### config.mk
export PLATFORM = sky130hd
export DESIGN_NAME = source_text_tokenizer_flat
export DESIGN_NICKNAME = d
export VERILOG_FILES = /design/src/hdl/stt_pkg.sv /design/src/hdl/stt_if.sv /design/src/hdl/stt_front.sv /design/src/hdl/stt_queue.sv /design/src/hdl/stt_back.sv /design/src/hdl/source_text_tokenizer.sv /design/src/flat_wrapper.sv
export SDC_FILE = /design/constraint.sdc
export NUM_CORES = 1
export LEC_CHECK = 0
export ABC_AREA = 1
export BUFFER_PORTS_ARGS = -buffer_cell sky130_fd_sc_hd__buf_4
export CAP_MARGIN = 20
export CORE_MARGIN = 4
export CORE_UTILIZATION = 40
export DETAILED_ROUTE_END_ITERATION = 6
export RECOVER_POWER = 50
export SETUP_SLACK_MARGIN = 0.3
export SYNTH_ARGS = -nofsm -noshare
export SYNTH_HDL_FRONTEND = slang
export SYNTH_SLANG_ARGS = --single-unit
### constraint.sdc
create_clock -name clk -period 3.7 [get_ports clk]
set_input_delay 0.185 -clock clk [delete_from_list [all_inputs] [get_ports clk]]
set_output_delay 0.185 -clock clk [all_outputs]
set_load 0.02 [all_outputs]
### src/hdl/stt_pkg.sv
//------------------------------------------------------------------------------
// stt_pkg
// Shared types, codes and character class helpers for the source text
// tokenizer.
//------------------------------------------------------------------------------
`default_nettype none

package stt_pkg;

	typedef enum logic [2:0] {
		MODE_IDLE = 3'd0,
		MODE_NUM  = 3'd1,
		MODE_NAME = 3'd2,
		MODE_OP   = 3'd3,
		MODE_STR  = 3'd4
	} lex_mode_t;

	typedef enum logic [1:0] {
		KIND_CHAR   = 2'd0,
		KIND_END    = 2'd1,
		KIND_ERR    = 2'd2,
		KIND_UNTERM = 2'd3
	} kind_t;

	typedef enum logic [2:0] {
		TT_INT     = 3'd0,
		TT_FLOAT   = 3'd1,
		TT_STRING  = 3'd2,
		TT_KEYWORD = 3'd3,
		TT_NAME    = 3'd4,
		TT_OPER    = 3'd5,
		TT_OPEN    = 3'd6,
		TT_CLOSE   = 3'd7
	} tok_type_t;

	localparam int QDepth = 4;
	localparam int QPtrW  = $clog2(QDepth);
	localparam int QCntW  = $clog2(QDepth + 1);

	localparam logic [7:0] CH_UNDER  = 8'h5F;
	localparam logic [7:0] CH_DOT    = 8'h2E;
	localparam logic [7:0] CH_BSLASH = 8'h5C;
	localparam logic [7:0] CH_DQUOTE = 8'h22;
	localparam logic [7:0] CH_SQUOTE = 8'h27;

	typedef struct packed {
		kind_t      kind;
		logic [7:0] char_value;
		tok_type_t  token_type;
	} result_t;

	// Up to three results caused by one input item, in emission order.
	typedef struct packed {
		logic [1:0]        count;
		result_t [2:0]     res;
	} bundle_t;

	function automatic result_t mk_res(kind_t k, logic [7:0] c, tok_type_t t);
		result_t r;
		r.kind       = k;
		r.char_value = c;
		r.token_type = t;
		return r;
	endfunction

	function automatic logic is_digit(logic [7:0] c);
		return c inside {[8'h30:8'h39]};
	endfunction

	function automatic logic is_word(logic [7:0] c);
		return (c inside {[8'h41:8'h5A], [8'h61:8'h7A]}) || (c == CH_UNDER);
	endfunction

	function automatic logic is_space(logic [7:0] c);
		return (c == 8'h20) || (c inside {[8'h09:8'h0D]});
	endfunction

	function automatic logic is_opch(logic [7:0] c);
		return c inside {"+", "-", "*", "/", "%", "<", ">", ":", ",", ".", "=", "|",
			"^", "&", "!", "@", ";"};
	endfunction

	// Keyword index: 0 if, 1 else, 2 while, 3 for.
	function automatic logic [2:0] kw_len(logic [1:0] k);
		logic [2:0] l;
		case (k)
			2'd0: l = 3'd2;
			2'd1: l = 3'd4;
			2'd2: l = 3'd5;
			2'd3: l = 3'd3;
			default: l = 3'd0;
		endcase
		return l;
	endfunction

	function automatic logic [7:0] kw_char(logic [1:0] k, logic [2:0] p);
		logic [7:0] e;
		case ({k, p})
			{2'd0, 3'd0}: e = "i";
			{2'd0, 3'd1}: e = "f";
			{2'd1, 3'd0}: e = "e";
			{2'd1, 3'd1}: e = "l";
			{2'd1, 3'd2}: e = "s";
			{2'd1, 3'd3}: e = "e";
			{2'd2, 3'd0}: e = "w";
			{2'd2, 3'd1}: e = "h";
			{2'd2, 3'd2}: e = "i";
			{2'd2, 3'd3}: e = "l";
			{2'd2, 3'd4}: e = "e";
			{2'd3, 3'd0}: e = "f";
			{2'd3, 3'd1}: e = "o";
			{2'd3, 3'd2}: e = "r";
			default:      e = 8'h00;
		endcase
		return e;
	endfunction

endpackage

`default_nettype wire

### src/hdl/stt_if.sv
//------------------------------------------------------------------------------
// stt_if
// Valid/ready channels for text bytes in and token results out.
//------------------------------------------------------------------------------
`default_nettype none

interface stt_in_if;
	logic       valid;
	logic       ready;
	logic [7:0] text_byte;
	logic       end_of_text;

	modport source (output valid, text_byte, end_of_text, input ready);
	modport sink   (input valid, text_byte, end_of_text, output ready);
endinterface

interface stt_out_if;
	logic       valid;
	logic       ready;
	logic [1:0] kind;
	logic [7:0] char_value;
	logic [2:0] token_type;
	logic       last_of_run;

	modport source (output valid, kind, char_value, token_type, last_of_run, input ready);
	modport sink   (input valid, kind, char_value, token_type, last_of_run, output ready);
endinterface

`default_nettype wire

### src/hdl/stt_front.sv
//------------------------------------------------------------------------------
// stt_front
// Lexer front end: accepts one text item per cycle while the queue has room,
// updates the lexer state and builds the bundle of results that the item causes.
//------------------------------------------------------------------------------
`default_nettype none

module stt_front (
	input  wire logic        clk,
	input  wire logic        arst_n,
	stt_in_if.sink           text,
	input  wire logic        q_ready,
	output logic             push,
	output stt_pkg::bundle_t push_data
);

	stt_pkg::lex_mode_t mode_q, mode_d;
	logic               dot_q, dot_d;
	logic               esc_q, esc_d;
	logic               dq_q, dq_d;
	logic [3:0]         km_q, km_d;
	logic [2:0]         wl_q, wl_d;

	logic               accept;
	logic               close_en;
	stt_pkg::tok_type_t close_type;
	logic [3:0]         km_base, km_name;
	logic [2:0]         wl_base, wl_name;
	logic [7:0]         c;

	assign c           = text.text_byte;
	assign text.ready  = q_ready;
	assign accept      = text.valid && q_ready;

	// End item of the open token, if any.
	always_comb begin
		logic kw;
		kw = 1'b0;
		for (int k = 0; k < 4; k++) begin
			if (km_q[k] && (stt_pkg::kw_len(2'(k)) == wl_q)) kw = 1'b1;
		end
		close_en   = 1'b1;
		close_type = stt_pkg::TT_OPER;
		case (mode_q)
			stt_pkg::MODE_NUM:  close_type = dot_q ? stt_pkg::TT_FLOAT : stt_pkg::TT_INT;
			stt_pkg::MODE_NAME: close_type = kw ? stt_pkg::TT_KEYWORD : stt_pkg::TT_NAME;
			stt_pkg::MODE_OP:   close_type = stt_pkg::TT_OPER;
			default:            close_en = 1'b0;
		endcase
	end

	// Keyword tracking for a name character; a new name starts from scratch.
	always_comb begin
		km_base = (mode_q == stt_pkg::MODE_NAME) ? km_q : 4'hF;
		wl_base = (mode_q == stt_pkg::MODE_NAME) ? wl_q : 3'd0;
		km_name = km_base;
		for (int k = 0; k < 4; k++) begin
			if (!((wl_base < stt_pkg::kw_len(2'(k))) &&
			      (stt_pkg::kw_char(2'(k), wl_base) == c))) km_name[k] = 1'b0;
		end
		wl_name = (wl_base == 3'd7) ? wl_base : wl_base + 3'd1;
	end

	always_comb begin
		logic [1:0]        n;
		logic              taken;
		stt_pkg::result_t [2:0] r;
		n      = 2'd0;
		taken  = 1'b0;
		r      = '0;
		mode_d = mode_q;
		dot_d  = dot_q;
		esc_d  = esc_q;
		dq_d   = dq_q;
		km_d   = km_q;
		wl_d   = wl_q;

		if (text.end_of_text) begin
			if (mode_q == stt_pkg::MODE_STR) begin
				r[n] = stt_pkg::mk_res(stt_pkg::KIND_UNTERM, 8'h00, stt_pkg::TT_INT);
				n = n + 2'd1;
			end else if (close_en) begin
				r[n] = stt_pkg::mk_res(stt_pkg::KIND_END, 8'h00, close_type);
				n = n + 2'd1;
			end
			mode_d = stt_pkg::MODE_IDLE;
			dot_d  = 1'b0;
			esc_d  = 1'b0;
			dq_d   = 1'b0;
			km_d   = 4'hF;
			wl_d   = 3'd0;
		end else if (mode_q == stt_pkg::MODE_STR) begin
			if (esc_q) begin
				r[n] = stt_pkg::mk_res(stt_pkg::KIND_CHAR, c, stt_pkg::TT_INT);
				n = n + 2'd1;
				esc_d = 1'b0;
			end else if (c == (dq_q ? stt_pkg::CH_DQUOTE : stt_pkg::CH_SQUOTE)) begin
				r[n] = stt_pkg::mk_res(stt_pkg::KIND_END, 8'h00, stt_pkg::TT_STRING);
				n = n + 2'd1;
				mode_d = stt_pkg::MODE_IDLE;
			end else begin
				r[n] = stt_pkg::mk_res(stt_pkg::KIND_CHAR, c, stt_pkg::TT_INT);
				n = n + 2'd1;
				if (c == stt_pkg::CH_BSLASH) esc_d = 1'b1;
			end
		end else begin
			if (mode_q == stt_pkg::MODE_NUM && (stt_pkg::is_digit(c) || c == stt_pkg::CH_DOT)) begin
				taken = 1'b1;
				if (c == stt_pkg::CH_DOT) dot_d = 1'b1;
			end else if (mode_q == stt_pkg::MODE_NAME && stt_pkg::is_word(c)) begin
				taken = 1'b1;
				km_d  = km_name;
				wl_d  = wl_name;
			end else if (mode_q == stt_pkg::MODE_OP && stt_pkg::is_opch(c)) begin
				taken = 1'b1;
			end

			if (taken) begin
				r[n] = stt_pkg::mk_res(stt_pkg::KIND_CHAR, c, stt_pkg::TT_INT);
				n = n + 2'd1;
			end else begin
				if (close_en) begin
					r[n] = stt_pkg::mk_res(stt_pkg::KIND_END, 8'h00, close_type);
					n = n + 2'd1;
				end
				mode_d = stt_pkg::MODE_IDLE;
				if (stt_pkg::is_space(c)) begin
					mode_d = stt_pkg::MODE_IDLE;
				end else if (stt_pkg::is_digit(c)) begin
					mode_d = stt_pkg::MODE_NUM;
					dot_d  = 1'b0;
					r[n] = stt_pkg::mk_res(stt_pkg::KIND_CHAR, c, stt_pkg::TT_INT);
					n = n + 2'd1;
				end else if (stt_pkg::is_word(c)) begin
					mode_d = stt_pkg::MODE_NAME;
					km_d   = km_name;
					wl_d   = wl_name;
					r[n] = stt_pkg::mk_res(stt_pkg::KIND_CHAR, c, stt_pkg::TT_INT);
					n = n + 2'd1;
				end else if (stt_pkg::is_opch(c)) begin
					mode_d = stt_pkg::MODE_OP;
					r[n] = stt_pkg::mk_res(stt_pkg::KIND_CHAR, c, stt_pkg::TT_INT);
					n = n + 2'd1;
				end else if (c == stt_pkg::CH_DQUOTE || c == stt_pkg::CH_SQUOTE) begin
					mode_d = stt_pkg::MODE_STR;
					dq_d   = (c == stt_pkg::CH_DQUOTE);
					esc_d  = 1'b0;
				end else if (c == "(" || c == "{") begin
					r[n] = stt_pkg::mk_res(stt_pkg::KIND_CHAR, c, stt_pkg::TT_INT);
					n = n + 2'd1;
					r[n] = stt_pkg::mk_res(stt_pkg::KIND_END, 8'h00, stt_pkg::TT_OPEN);
					n = n + 2'd1;
				end else if (c == ")" || c == "}") begin
					r[n] = stt_pkg::mk_res(stt_pkg::KIND_CHAR, c, stt_pkg::TT_INT);
					n = n + 2'd1;
					r[n] = stt_pkg::mk_res(stt_pkg::KIND_END, 8'h00, stt_pkg::TT_CLOSE);
					n = n + 2'd1;
				end else begin
					r[n] = stt_pkg::mk_res(stt_pkg::KIND_ERR, c, stt_pkg::TT_INT);
					n = n + 2'd1;
				end
			end
		end

		push_data.count = n;
		push_data.res   = r;
		// Items that cause no result (separators, opening quotes) never enter the queue.
		push = accept && (n != 2'd0);
	end

	always_ff @(posedge clk or negedge arst_n) begin
		if (!arst_n) begin
			mode_q <= stt_pkg::MODE_IDLE;
			dot_q  <= 1'b0;
			esc_q  <= 1'b0;
			dq_q   <= 1'b0;
			km_q   <= 4'hF;
			wl_q   <= 3'd0;
		end else if (accept) begin
			mode_q <= mode_d;
			dot_q  <= dot_d;
			esc_q  <= esc_d;
			dq_q   <= dq_d;
			km_q   <= km_d;
			wl_q   <= wl_d;
		end
	end

endmodule

`default_nettype wire

### src/hdl/stt_queue.sv
//------------------------------------------------------------------------------
// stt_queue
// Short first-in first-out queue of result bundles between the lexer front end
// and the output serializer.
//------------------------------------------------------------------------------
`default_nettype none

module stt_queue (
	input  wire logic             clk,
	input  wire logic             arst_n,
	input  wire logic             push,
	input  wire stt_pkg::bundle_t push_data,
	output logic                  push_ready,
	input  wire logic             pop,
	output logic                  pop_valid,
	output stt_pkg::bundle_t      pop_data
);

	stt_pkg::bundle_t               entry_q [stt_pkg::QDepth];
	logic [stt_pkg::QPtrW-1:0]      wr_ptr_q, rd_ptr_q;
	logic [stt_pkg::QCntW-1:0]      count_q;
	logic                           do_push, do_pop;

	assign push_ready = (count_q != stt_pkg::QCntW'(stt_pkg::QDepth));
	assign pop_valid  = (count_q != '0);
	assign pop_data   = entry_q[rd_ptr_q];
	assign do_push    = push && push_ready;
	assign do_pop     = pop && pop_valid;

	always_ff @(posedge clk) begin
		if (do_push) entry_q[wr_ptr_q] <= push_data;
	end

	always_ff @(posedge clk or negedge arst_n) begin
		if (!arst_n) begin
			wr_ptr_q <= '0;
			rd_ptr_q <= '0;
			count_q  <= '0;
		end else begin
			if (do_push) wr_ptr_q <= wr_ptr_q + 1'b1;
			if (do_pop)  rd_ptr_q <= rd_ptr_q + 1'b1;
			if (do_push && !do_pop)      count_q <= count_q + 1'b1;
			else if (do_pop && !do_push) count_q <= count_q - 1'b1;
		end
	end

endmodule

`default_nettype wire

### src/hdl/stt_back.sv
//------------------------------------------------------------------------------
// stt_back
// Output serializer: holds one bundle in registers and hands out its results
// one item per cycle while the receiver is ready, marking the last one of the bundle.
//------------------------------------------------------------------------------
`default_nettype none

module stt_back (
	input  wire logic             clk,
	input  wire logic             arst_n,
	input  wire logic             q_valid,
	input  wire stt_pkg::bundle_t q_data,
	output logic                  q_pop,
	stt_out_if.source             tokens
);

	stt_pkg::bundle_t cur_q;
	logic             cur_valid_q;
	logic [1:0]       idx_q;
	logic             is_last;
	logic             take;
	stt_pkg::result_t sel;

	assign is_last = (idx_q == cur_q.count - 2'd1);
	assign take    = cur_valid_q && tokens.ready;
	assign q_pop   = q_valid && (!cur_valid_q || (take && is_last));

	always_comb begin
		case (idx_q)
			2'd0:    sel = cur_q.res[0];
			2'd1:    sel = cur_q.res[1];
			2'd2:    sel = cur_q.res[2];
			default: sel = cur_q.res[0];
		endcase
	end

	assign tokens.valid       = cur_valid_q;
	assign tokens.kind        = sel.kind;
	assign tokens.char_value  = sel.char_value;
	assign tokens.token_type  = sel.token_type;
	assign tokens.last_of_run = is_last;

	always_ff @(posedge clk) begin
		if (q_pop) cur_q <= q_data;
	end

	always_ff @(posedge clk or negedge arst_n) begin
		if (!arst_n) begin
			cur_valid_q <= 1'b0;
			idx_q       <= 2'd0;
		end else if (q_pop) begin
			cur_valid_q <= 1'b1;
			idx_q       <= 2'd0;
		end else if (take) begin
			if (is_last) cur_valid_q <= 1'b0;
			else         idx_q       <= idx_q + 2'd1;
		end
	end

endmodule

`default_nettype wire

### src/hdl/source_text_tokenizer.sv
//------------------------------------------------------------------------------
// source_text_tokenizer
// Streaming lexical tokenizer: text bytes in, token characters and end items
// with token types out.
//------------------------------------------------------------------------------
// Usage:
// The text channel takes one item per cycle: a text byte, or an end-of-text
// flag that closes any open token and returns the lexer to idle. The tokens
// channel gives one result item per cycle: token characters in order, an end
// item with the token type, error items for unknown bytes and for a string
// still open at end of text. last_of_run marks the final result of one text
// item; text items that cause no result (separators, opening quotes) give none.
// The front end classifies an item in the cycle it is accepted and writes its
// results into a four-entry queue. The output serializer loads a bundle from
// the queue into its output register once it has handed out the previous one,
// and the tokens channel shows the results from that register.
// Text is taken at one item per cycle while the queue has room; the output side
// delivers one result per cycle, so items that cause two or three results fill
// the queue and slow intake to the output rate.
// When the receiver stalls, the current result holds and the queue fills,
// after which text ready drops. Reset clears the lexer state, the queue and
// the output register; nothing is lost except items not yet delivered.
//------------------------------------------------------------------------------
`default_nettype none

module source_text_tokenizer (
	input wire logic  clk,
	input wire logic  arst_n,
	stt_in_if.sink    text,
	stt_out_if.source tokens
);

	logic             push;
	logic             push_ready;
	stt_pkg::bundle_t push_data;
	logic             pop;
	logic             pop_valid;
	stt_pkg::bundle_t pop_data;

	stt_front u_front (
		.clk       (clk),
		.arst_n    (arst_n),
		.text      (text),
		.q_ready   (push_ready),
		.push      (push),
		.push_data (push_data)
	);

	stt_queue u_queue (
		.clk        (clk),
		.arst_n     (arst_n),
		.push       (push),
		.push_data  (push_data),
		.push_ready (push_ready),
		.pop        (pop),
		.pop_valid  (pop_valid),
		.pop_data   (pop_data)
	);

	stt_back u_back (
		.clk     (clk),
		.arst_n  (arst_n),
		.q_valid (pop_valid),
		.q_data  (pop_data),
		.q_pop   (pop),
		.tokens  (tokens)
	);

endmodule

`default_nettype wire

### src/flat_wrapper.sv
// flat-port wrapper written by rule: the top's interface ports become plain ports
module source_text_tokenizer_flat 
  (clk, arst_n, text_valid, text_text_byte, text_end_of_text, text_ready, tokens_valid, tokens_kind, tokens_char_value, tokens_token_type, tokens_last_of_run, tokens_ready);
  stt_in_if text_i ();
  stt_out_if tokens_i ();
  input wire logic clk;
  input wire logic arst_n;
  input wire logic [$bits(text_i.valid)-1:0] text_valid;
  input wire logic [$bits(text_i.text_byte)-1:0] text_text_byte;
  input wire logic [$bits(text_i.end_of_text)-1:0] text_end_of_text;
  output wire logic [$bits(text_i.ready)-1:0] text_ready;
  output wire logic [$bits(tokens_i.valid)-1:0] tokens_valid;
  output wire logic [$bits(tokens_i.kind)-1:0] tokens_kind;
  output wire logic [$bits(tokens_i.char_value)-1:0] tokens_char_value;
  output wire logic [$bits(tokens_i.token_type)-1:0] tokens_token_type;
  output wire logic [$bits(tokens_i.last_of_run)-1:0] tokens_last_of_run;
  input wire logic [$bits(tokens_i.ready)-1:0] tokens_ready;
  assign text_i.valid = text_valid;
  assign text_i.text_byte = text_text_byte;
  assign text_i.end_of_text = text_end_of_text;
  assign text_ready = text_i.ready;
  assign tokens_valid = tokens_i.valid;
  assign tokens_kind = tokens_i.kind;
  assign tokens_char_value = tokens_i.char_value;
  assign tokens_token_type = tokens_i.token_type;
  assign tokens_last_of_run = tokens_i.last_of_run;
  assign tokens_i.ready = tokens_ready;
  source_text_tokenizer u_core (.clk(clk), .arst_n(arst_n), .text(text_i), .tokens(tokens_i));
endmodule
==> results_dict.tcl, run 1 <==
set metrics [dict create \
    status "complete, but fails checks" \
    violations "max-capacitance violations, max-slew violations" \
    slowest_stage "dfrtp_1" \
    cp_top_family "simple AND/OR/NAND/NOR gates" \
    htreeDepth 4 \
    endpoint_kind "flip-flop" \
    syn_to_final_growth_pct 12.9 \
    yosysWarnings 0 \
    numCtsBuffers 17 \
    setup_viol 0 \
    drc_errors 0 \
    num_antenna_cells 0 \
    power_density_mw_per_mm2 762 \
    clk_pin_slew_ns 0.06 \
    dp_slack_ns 0.588 \
    ys.flop_type "edfxtp_1" \
    io_pins 29 \
    grt_max_degree 59 \
    grt-ovfl-total 0 \
    slew_headroom_pct -21.8 \
    peakVddDrop_v 0.000343 \
    ys_ff_latch 163 \
    maxCapViolCount 1 \
    cts_tree "done" \
    routed_via_density 5.13 \
    finalWorstSetupSlack_ns 0.633 \
    rows 50 \
    top_layer "met4" \
    ant_nets 0 \
    skew_ns 0.0115 \
    core_area_mm2 0.0190 \
    worstHoldPathType "primary input to flip-flop" \
    required_ns 4.01 \
    drt_iter0_drc 483 \
    yosysSeqAreaShare_pct 61.3 \
    grt_pass1_wl_um 28300 \
    nets 811 \
    avgSynthCellArea_um2 10.2 \
    cts_resized 0 \
    cts-root-buf "clkbuf_16" \
    path_max_fanout 7 \
    dr_wl_met2_um 8580 \
    clock-sinks 163 \
    fmax_ghz 0.326 \
    place.port_buffers 28 \
    hpwl_um 11600 \
    clk_latency_ns 0.42 \
    period_share_pct 82.9 \
    track_usage_pct 16.6 \
    die-area_mm2 0.0218 \
    tns_ns 0 \
    synthDistinctLibCells 49 \
    path_class "flip-flop to flip-flop" \
    synth_enable_flop_cells 140 \
    cts_buffer_depth 2 \
    syn_nets 783 \
    initial_core_util_pct 41.2 \
    fillers 1764 \
    dr_wl_met3_um 724 \
    die_height_um 148 \
    p_leak_nw 3.39 \
    worst_slew_pin_slew_ns 1.83 \
    crit_path_max_incr_delay_ns 0.53 \
    min_period_ns 3.07 \
    met1_length_um 8010 \
    grt_pass1_vias 5283 \
    gp_congestion 0.925 \
    crit_top_cell "inv_1" \
    netlist_area_mm2 0.00781 \
    cp_data_arrival_time_ns 3.37 \
    syn_inst 762 \
    cp.buffers_inverters 4 \
    via_count 5449 \
    die_w_um 148 \
    finalHoldViolations 0 \
    routed_wl_um 17400 \
    total_power_mw 6.72 \
    drt_pass1_iterations 5 \
    rsz0062_at_grt "false" \
    wire_per_inst_um 16.4 \
    crit_path_start_kind "flip-flop" \
    drive_above_1_share_pct 12.5 \
    drv_slew 31 \
    antenna_found_initial 0 \
    path_cells "inv_1, nor3_1, nand3_1, nand2_1, nor2_2, nand2_1, clkinv_1, nand4_1, nand2_2, nand2_4, inv_1, ha_1, inv_1, fa_1, mux2_2" \
    async_flop_share_pct 14.1 \
]
-- flip-flops by register name, indices dropped and copies added, names as in the netlist --
signal and count:
u_core.u_queue.entry_q 112, u_core.u_queue.wr_ptr_q 2, u_core.u_front.km_q 4, u_core.u_front.esc_q 1, u_core.u_queue.count_q 3, u_core.u_back.tokens.valid 1
u_core.u_front.dot_q 1, u_core.u_back.cur_q 28, u_core.u_front.dq_q 1, u_core.u_queue.rd_ptr_q 2, u_core.u_front.mode_q 3, u_core.u_front.wl_q 3
u_core.u_back.idx_q 2
-- per-stage QoR --
stage / hold slack, ns / std cells / instance area (um^2) / util (%)
floorplan: -0.111 / 762 / 7810 / -
global placement: 0.108 / 1030 / 8280 / 43.7
detailed placement: 0.109 / 1030 / 8280 / 43.7
CTS: 0.0360 / 1063 / 8930 / 47.1
global route: 0.0926 / 1063 / 8820 / 46.5
finish: 0.0515 / 1063 / 8820 / 46.5
-- layer usage --
layer / global-route usage [%] / vias up
met4: 3.77 / 0
met5: 0 / -
met1: 22.3 / 2618
li1: - / 2710
met2: 27.8 / 112
met3: 3.37 / 9
-- logic make-up (layout without fill, tap and decap cells) --
group                    count (synthesis)  after routing  synth area share (%)
AO/OA/AOI/OAI                          147            147                  10.8
AND/OR/NAND/NOR                        331            331                  19.8
multiplexers                             1              1                 0.144
buffers and inverters                  102            143                  5.43
XOR/XNOR                                10             10                  1.12
adder cells (fa/ha/maj)                  8              8                  1.38
flip-flops                             163            163                  61.3
-- power breakdown --
part / internal (mW) / total, mW / switching [mW]
combinational: 0.623 / 2.12 / 1.49
sequential: 2.55 / 2.70 / 0.154
clock: 1.20 / 1.90 / 0.704
-- Yosys cell counts, types with 2 or more instances --
cell / instances / area [um^2]
clkbuf_1: 21 / 78.8
a31oi_1: 2 / 12.5
dfrtp_1: 19 / 475
buf_4: 3 / 22.5
nand3_2: 2 / 20.0
nand3b_1: 2 / 15.0
nor3_2: 9 / 90.1
nor2_2: 6 / 37.5
dfstp_2: 4 / 105
a211oi_1: 3 / 22.5
o2111ai_1: 2 / 17.5
inv_1: 56 / 210
o32ai_1: 4 / 35.0
buf_6: 3 / 33.8
xnor2_1: 3 / 26.3
nand3_1: 38 / 190
buf_2: 2 / 10.0
a21oi_1: 8 / 40.0
nand2_1: 125 / 469
o21ai_1: 2 / 10.0
nand2_4: 7 / 78.8
inv_4: 2 / 12.5
nand4_1: 5 / 31.3
nor3_1: 12 / 60.1
o211ai_1: 4 / 30.0
o21ai_0: 82 / 410
inv_2: 13 / 48.8
xor2_1: 7 / 61.3
nor2_4: 5 / 56.3
ha_1: 7 / 87.6
nand2_2: 5 / 31.3
o22ai_1: 34 / 213
edfxtp_1: 140 / 4200
nor2_1: 110 / 413
-- repair_timing --
item                      4_1_cts  5_1_grt
hold endpoints to repair       23        0
hold buffers                    1        0
setup buffers                   0        0
-- path summary, 6_finish.rpt --
kind	startpoint	end	slack [ns]	depth (start not counted)
max in group asynchronous	arst_n	u_core.u_queue.rd_ptr_q[1]	2.29	2
min	tokens_ready	u_core.u_back.tokens.valid	0.05	4
max	u_core.u_front.mode_q[0]	u_core.u_queue.count_q[1]	0.63	15
max reg2reg	u_core.u_front.mode_q[0]	u_core.u_queue.count_q[1]	0.63	15
min in group asynchronous	arst_n	u_core.u_front.wl_q[2]	0.59	2
min reg2reg	u_core.u_queue.count_q[2]	u_core.u_queue.count_q[2]	0.50	1
-- cell type report --
class,instances,area (um^2),area share (%)
clock buffer,19,433,4.91
inverter,72,275,3.12
timing repair buffer,39,235,2.67
multi-input combinational,497,2560,29.0
clock inverter,13,206,2.34
sequential,163,4780,54.3
tap,260,325,3.69
-- worst reg2reg max path: cells and delay by family (launching register included) --
kind | cells | cell delay, ns
simple gates | 8 | 1.20
fa+ha+maj | 2 | 0.60
flops | 1 | 0.53
buf+inv | 4 | 0.37
mux | 1 | 0.27
-- cell usage in the layout, fill, tap and decap left out, types with 18 or more instances in the layout --
cell and count:
nand2_1 129, clkbuf_1 18, buf_4 22, o22ai_1 34, edfxtp_1 140, nor2_1 108
dfrtp_1 19, nand3_1 38, inv_1 59, o21ai_0 83
Power figures use the tool's default switching activity.
==> run 2, diff against run 1 <==
--- a/config.mk
+++ b/config.mk
@@ -5,7 +5,7 @@
 export SDC_FILE = /design/constraint.sdc
 export NUM_CORES = 1
 export LEC_CHECK = 0
-export ABC_AREA = 1
+export ABC_AREA = 0
 export BUFFER_PORTS_ARGS = -buffer_cell sky130_fd_sc_hd__buf_4
 export CAP_MARGIN = 20
 export CORE_MARGIN = 4
==> constraint.sdc (replaced) <==
create_clock -name clk -period 2.8 [get_ports clk]
set_input_delay 0.14 -clock clk [delete_from_list [all_inputs] [get_ports clk]]
set_output_delay 0.14 -clock clk [all_outputs]
set_load 0.02 [all_outputs]
==> run 2 against run 1 <==
Net effect:
- the flow now finishes without violations
- clock power increased by 25%
- area after synthesis decreased by 4.2%
- critical endpoint unchanged
- critical path type is now primary input to flip-flop
- worst hold slack improved by 0.010 ns
==> results_dict.tcl, run 2 <==
set metrics [dict create \
    reg.largest.list "u_core.u_queue.entry_q: 112 flops, u_core.u_back.cur_q: 28 flops, u_core.u_front.km_q: 4 flops" \
    period_share_pct 94.2 \
    slew_headroom_pct 8.88 \
    syn_inst 535 \
    setup_viol 0 \
    rrSetupSlack_ns 0.20 \
    synth.most_common_cell "edfxtp_1" \
    mostFrequentLayoutCell "edfxtp_1" \
    power_density_mw_per_mm2 889 \
    path_class "primary input to flip-flop" \
    die_w_um 145 \
    cts-root-buf "clkbuf_16" \
    place.port_buffers 28 \
    die-area_mm2 0.0209 \
    yosysWarnings 0 \
    holdPathStages 3 \
    syn_nets 556 \
    finish.utilization_pct 49.8 \
    cp.buffers_inverters 2 \
    nets 640 \
    cts_tree "done" \
    clk_latency_ns 0.42 \
    ys_top_cells_by_count "edfxtp_1 (140), nand2_1 (53), nor2_1 (29)" \
    synthXorXnorAreaFrac_pct 1.52 \
    max_flop_register "u_core.u_queue.entry_q" \
    io_pins 29 \
    post-synth-top-area-cell "edfxtp_1" \
    crit_path_max_incr_delay_ns 0.51 \
    grt-ovfl-total 0 \
    syn_to_final_growth_pct 20.9 \
    reg2reg_to "u_core.u_queue.count_q[1]" \
    fmax_ghz 0.379 \
    core_area_mm2 0.0181 \
    yosysSeqAreaShare_pct 64.0 \
    cts_buffer_depth 2 \
    min_period_ns 2.64 \
    grt_pass1_vias 4808 \
    synth-simple-area-share_pct 12.7 \
    holdWs_ns 0.0618 \
    htreeDepth 4 \
    crit_cells 11 \
    routed_via_density 5.43 \
    slowest_stage "or4_4" \
    synthDistinctLibCells 73 \
    drt_pass1_iterations 5 \
    skew_ns 0.00969 \
    num_antenna_cells 0 \
    drive_above_1_share_pct 29.0 \
    grt_max_degree 31 \
    cp_top_family "simple AND/OR/NAND/NOR gates" \
    regToRegStartpoint "u_core.u_front.mode_q[0]" \
    ys.flop_type "edfxtp_1" \
    grt_pass1_wl_um 25400 \
    rows 49 \
    min_to "u_core.u_back.idx_q[1]" \
    hp-start "tokens_ready" \
    numCtsBuffers 17 \
    final_cell_mix "edfxtp_1 (140), buf_4 (69), nand2_1 (53), mux4_2 (28), o21ai_0 (27)" \
    required_ns 3.10 \
    cp_data_arrival_time_ns 2.94 \
    avgSynthCellArea_um2 14.0 \
    antenna_found_initial 0 \
    crit_path_start_kind "primary input" \
    via_count 4668 \
    path_cells "buf_4, or3_4, or4_4, o32a_1, a21oi_2, nor3_2, o31a_2, ha_4, inv_2, fa_2, mux2_2" \
    path_max_fanout 5 \
    worstRegToRegCells 10 \
    wire_per_inst_um 18.3 \
    synthMuxAreaShare_pct 9.62 \
    status "completed" \
    drv_slew 0 \
    synth-adder-area-share_pct 1.44 \
    finalHoldViolations 0 \
    async_flop_share_pct 14.1 \
    drt_iter0_drc 325 \
    gp_congestion 0.923 \
    drc_errors 0 \
    synth_compound_area_share_pct 8.20 \
    routed_wl_um 15700 \
    worst_slew_pin_slew_ns 1.37 \
    synth_area_leaders "edfxtp_1 (56%), mux4_2 (8.4%), dfrtp_1 (6.4%)" \
    endpoint_kind "flip-flop" \
    largest_reg_flops 112 \
    synth_top_area_share_pct 56.2 \
    ys_ff_latch 163 \
    post_dp_cell_area_mm2 0.00847 \
    maxCapViolCount 0 \
    ant_nets 0 \
    fin_area_mm2 0.00904 \
    total_power_mw 8.05 \
    hpwl_um 10600 \
    synth_top_family_by_area "simple AND/OR/NAND/NOR gates" \
    die_height_um 145 \
    netlist_area_mm2 0.00748 \
    peakVddDrop_v 0.000440 \
    initial_core_util_pct 41.2 \
    worstHoldPathType "primary input to flip-flop" \
    clock-sinks 163 \
    p_leak_nw 3.20 \
    clk_pin_slew_ns 0.06 \
    track_usage_pct 16.0 \
    rsz0062_at_grt "true" \
    synth_enable_flop_cells 140 \
]
## run 2: changes by cell type after synthesis, moves of 26 or more
cell,previous run,this run
nand3_1,38,12
o22ai_1,34,7
mux4_2,0,28
nand2_1,125,53
o21ai_0,82,27
inv_1,56,15
nor2_1,110,29
## run 2: kinds of logic (layout without fill, tap and decap cells)
family / count (synthesis) / after routing
DFF: 163 / 163
muxes: 36 / 36
and+or+nand+nor: 175 / 175
AOI/OAI and AO/OA: 93 / 93
xor gates and xnor gates: 13 / 13
adders and majority gates: 8 / 8
buffers and inverters: 47 / 143
## run 2: how the worst max path moves through the flow
stage	start	endpoint	slack, ns
global placement	text_text_byte[6]	u_core.u_queue.count_q[1]	-0.14
floorplan	text_text_byte[4]	u_core.u_queue.count_q[1]	-0.08
CTS	text_text_byte[6]	u_core.u_queue.count_q[1]	0.22
finish	text_text_byte[6]	u_core.u_queue.count_q[1]	0.16
detailed placement	text_text_byte[6]	u_core.u_queue.count_q[1]	-0.17
global route	u_core.u_front.mode_q[0]	u_core.u_queue.count_q[2]	0.08
## run 2: routing by layer
metal | routed length (um) | GRT usage (%) | vias up
li1 | - | - | 2217
met1 | 6920 | 20.5 | 2333
met4 | 211 | 5.60 | 0
met2 | 8060 | 27.3 | 101
met3 | 517 | 3.38 | 17
met5 | 0 | 0 | -
## run 2: metrics by stage
step                      cells  worst slack, ns  setup TNS (ns)
after floorplan             535          -0.0767         -0.0767
after global routing        860           0.0826               0
after CTS                   859            0.221               0
after global placement      825           -0.137          -0.246
final                       860            0.163               0
after detailed placement    825           -0.169          -0.207
## run 2: cell type report
class,instances,area [um^2]
Clock inverter,14,181
Sequential cell,163,4790
Clock buffer,17,425
Multi-Input combinational cell,325,2600
Tap cell,229,287
Fill cell,1555,9100
Timing Repair Buffer,97,704
Inverter,15,56.3
## run 2: timing repair
action,CTS,global route
gates resized for setup,4,9
setup endpoints to repair,146,59
hold buffers,1,0
buffers inserted,2,1
pin swaps,6,1
endpoints found under the hold margin,23,0
## run 2: where the power goes
group / leakage [nW] / switching [mW] / internal, mW
Clock: 0.287 / 0.953 / 1.41
Combinational: 1.31 / 1.36 / 0.980
Sequential: 1.61 / 0.165 / 3.17
Total: 3.20 / 2.48 / 5.57
## run 2: worst reg2reg max path, cell delays in order (launching register included)
cell      delay, ns
dfrtp_1        0.45
clkbuf_1       0.21
nor2_1         0.10
buf_4          0.16
a21oi_1        0.23
nand2_2        0.09
o31a_2         0.35
ha_4           0.18
inv_2          0.04
fa_2           0.41
mux2_2         0.27
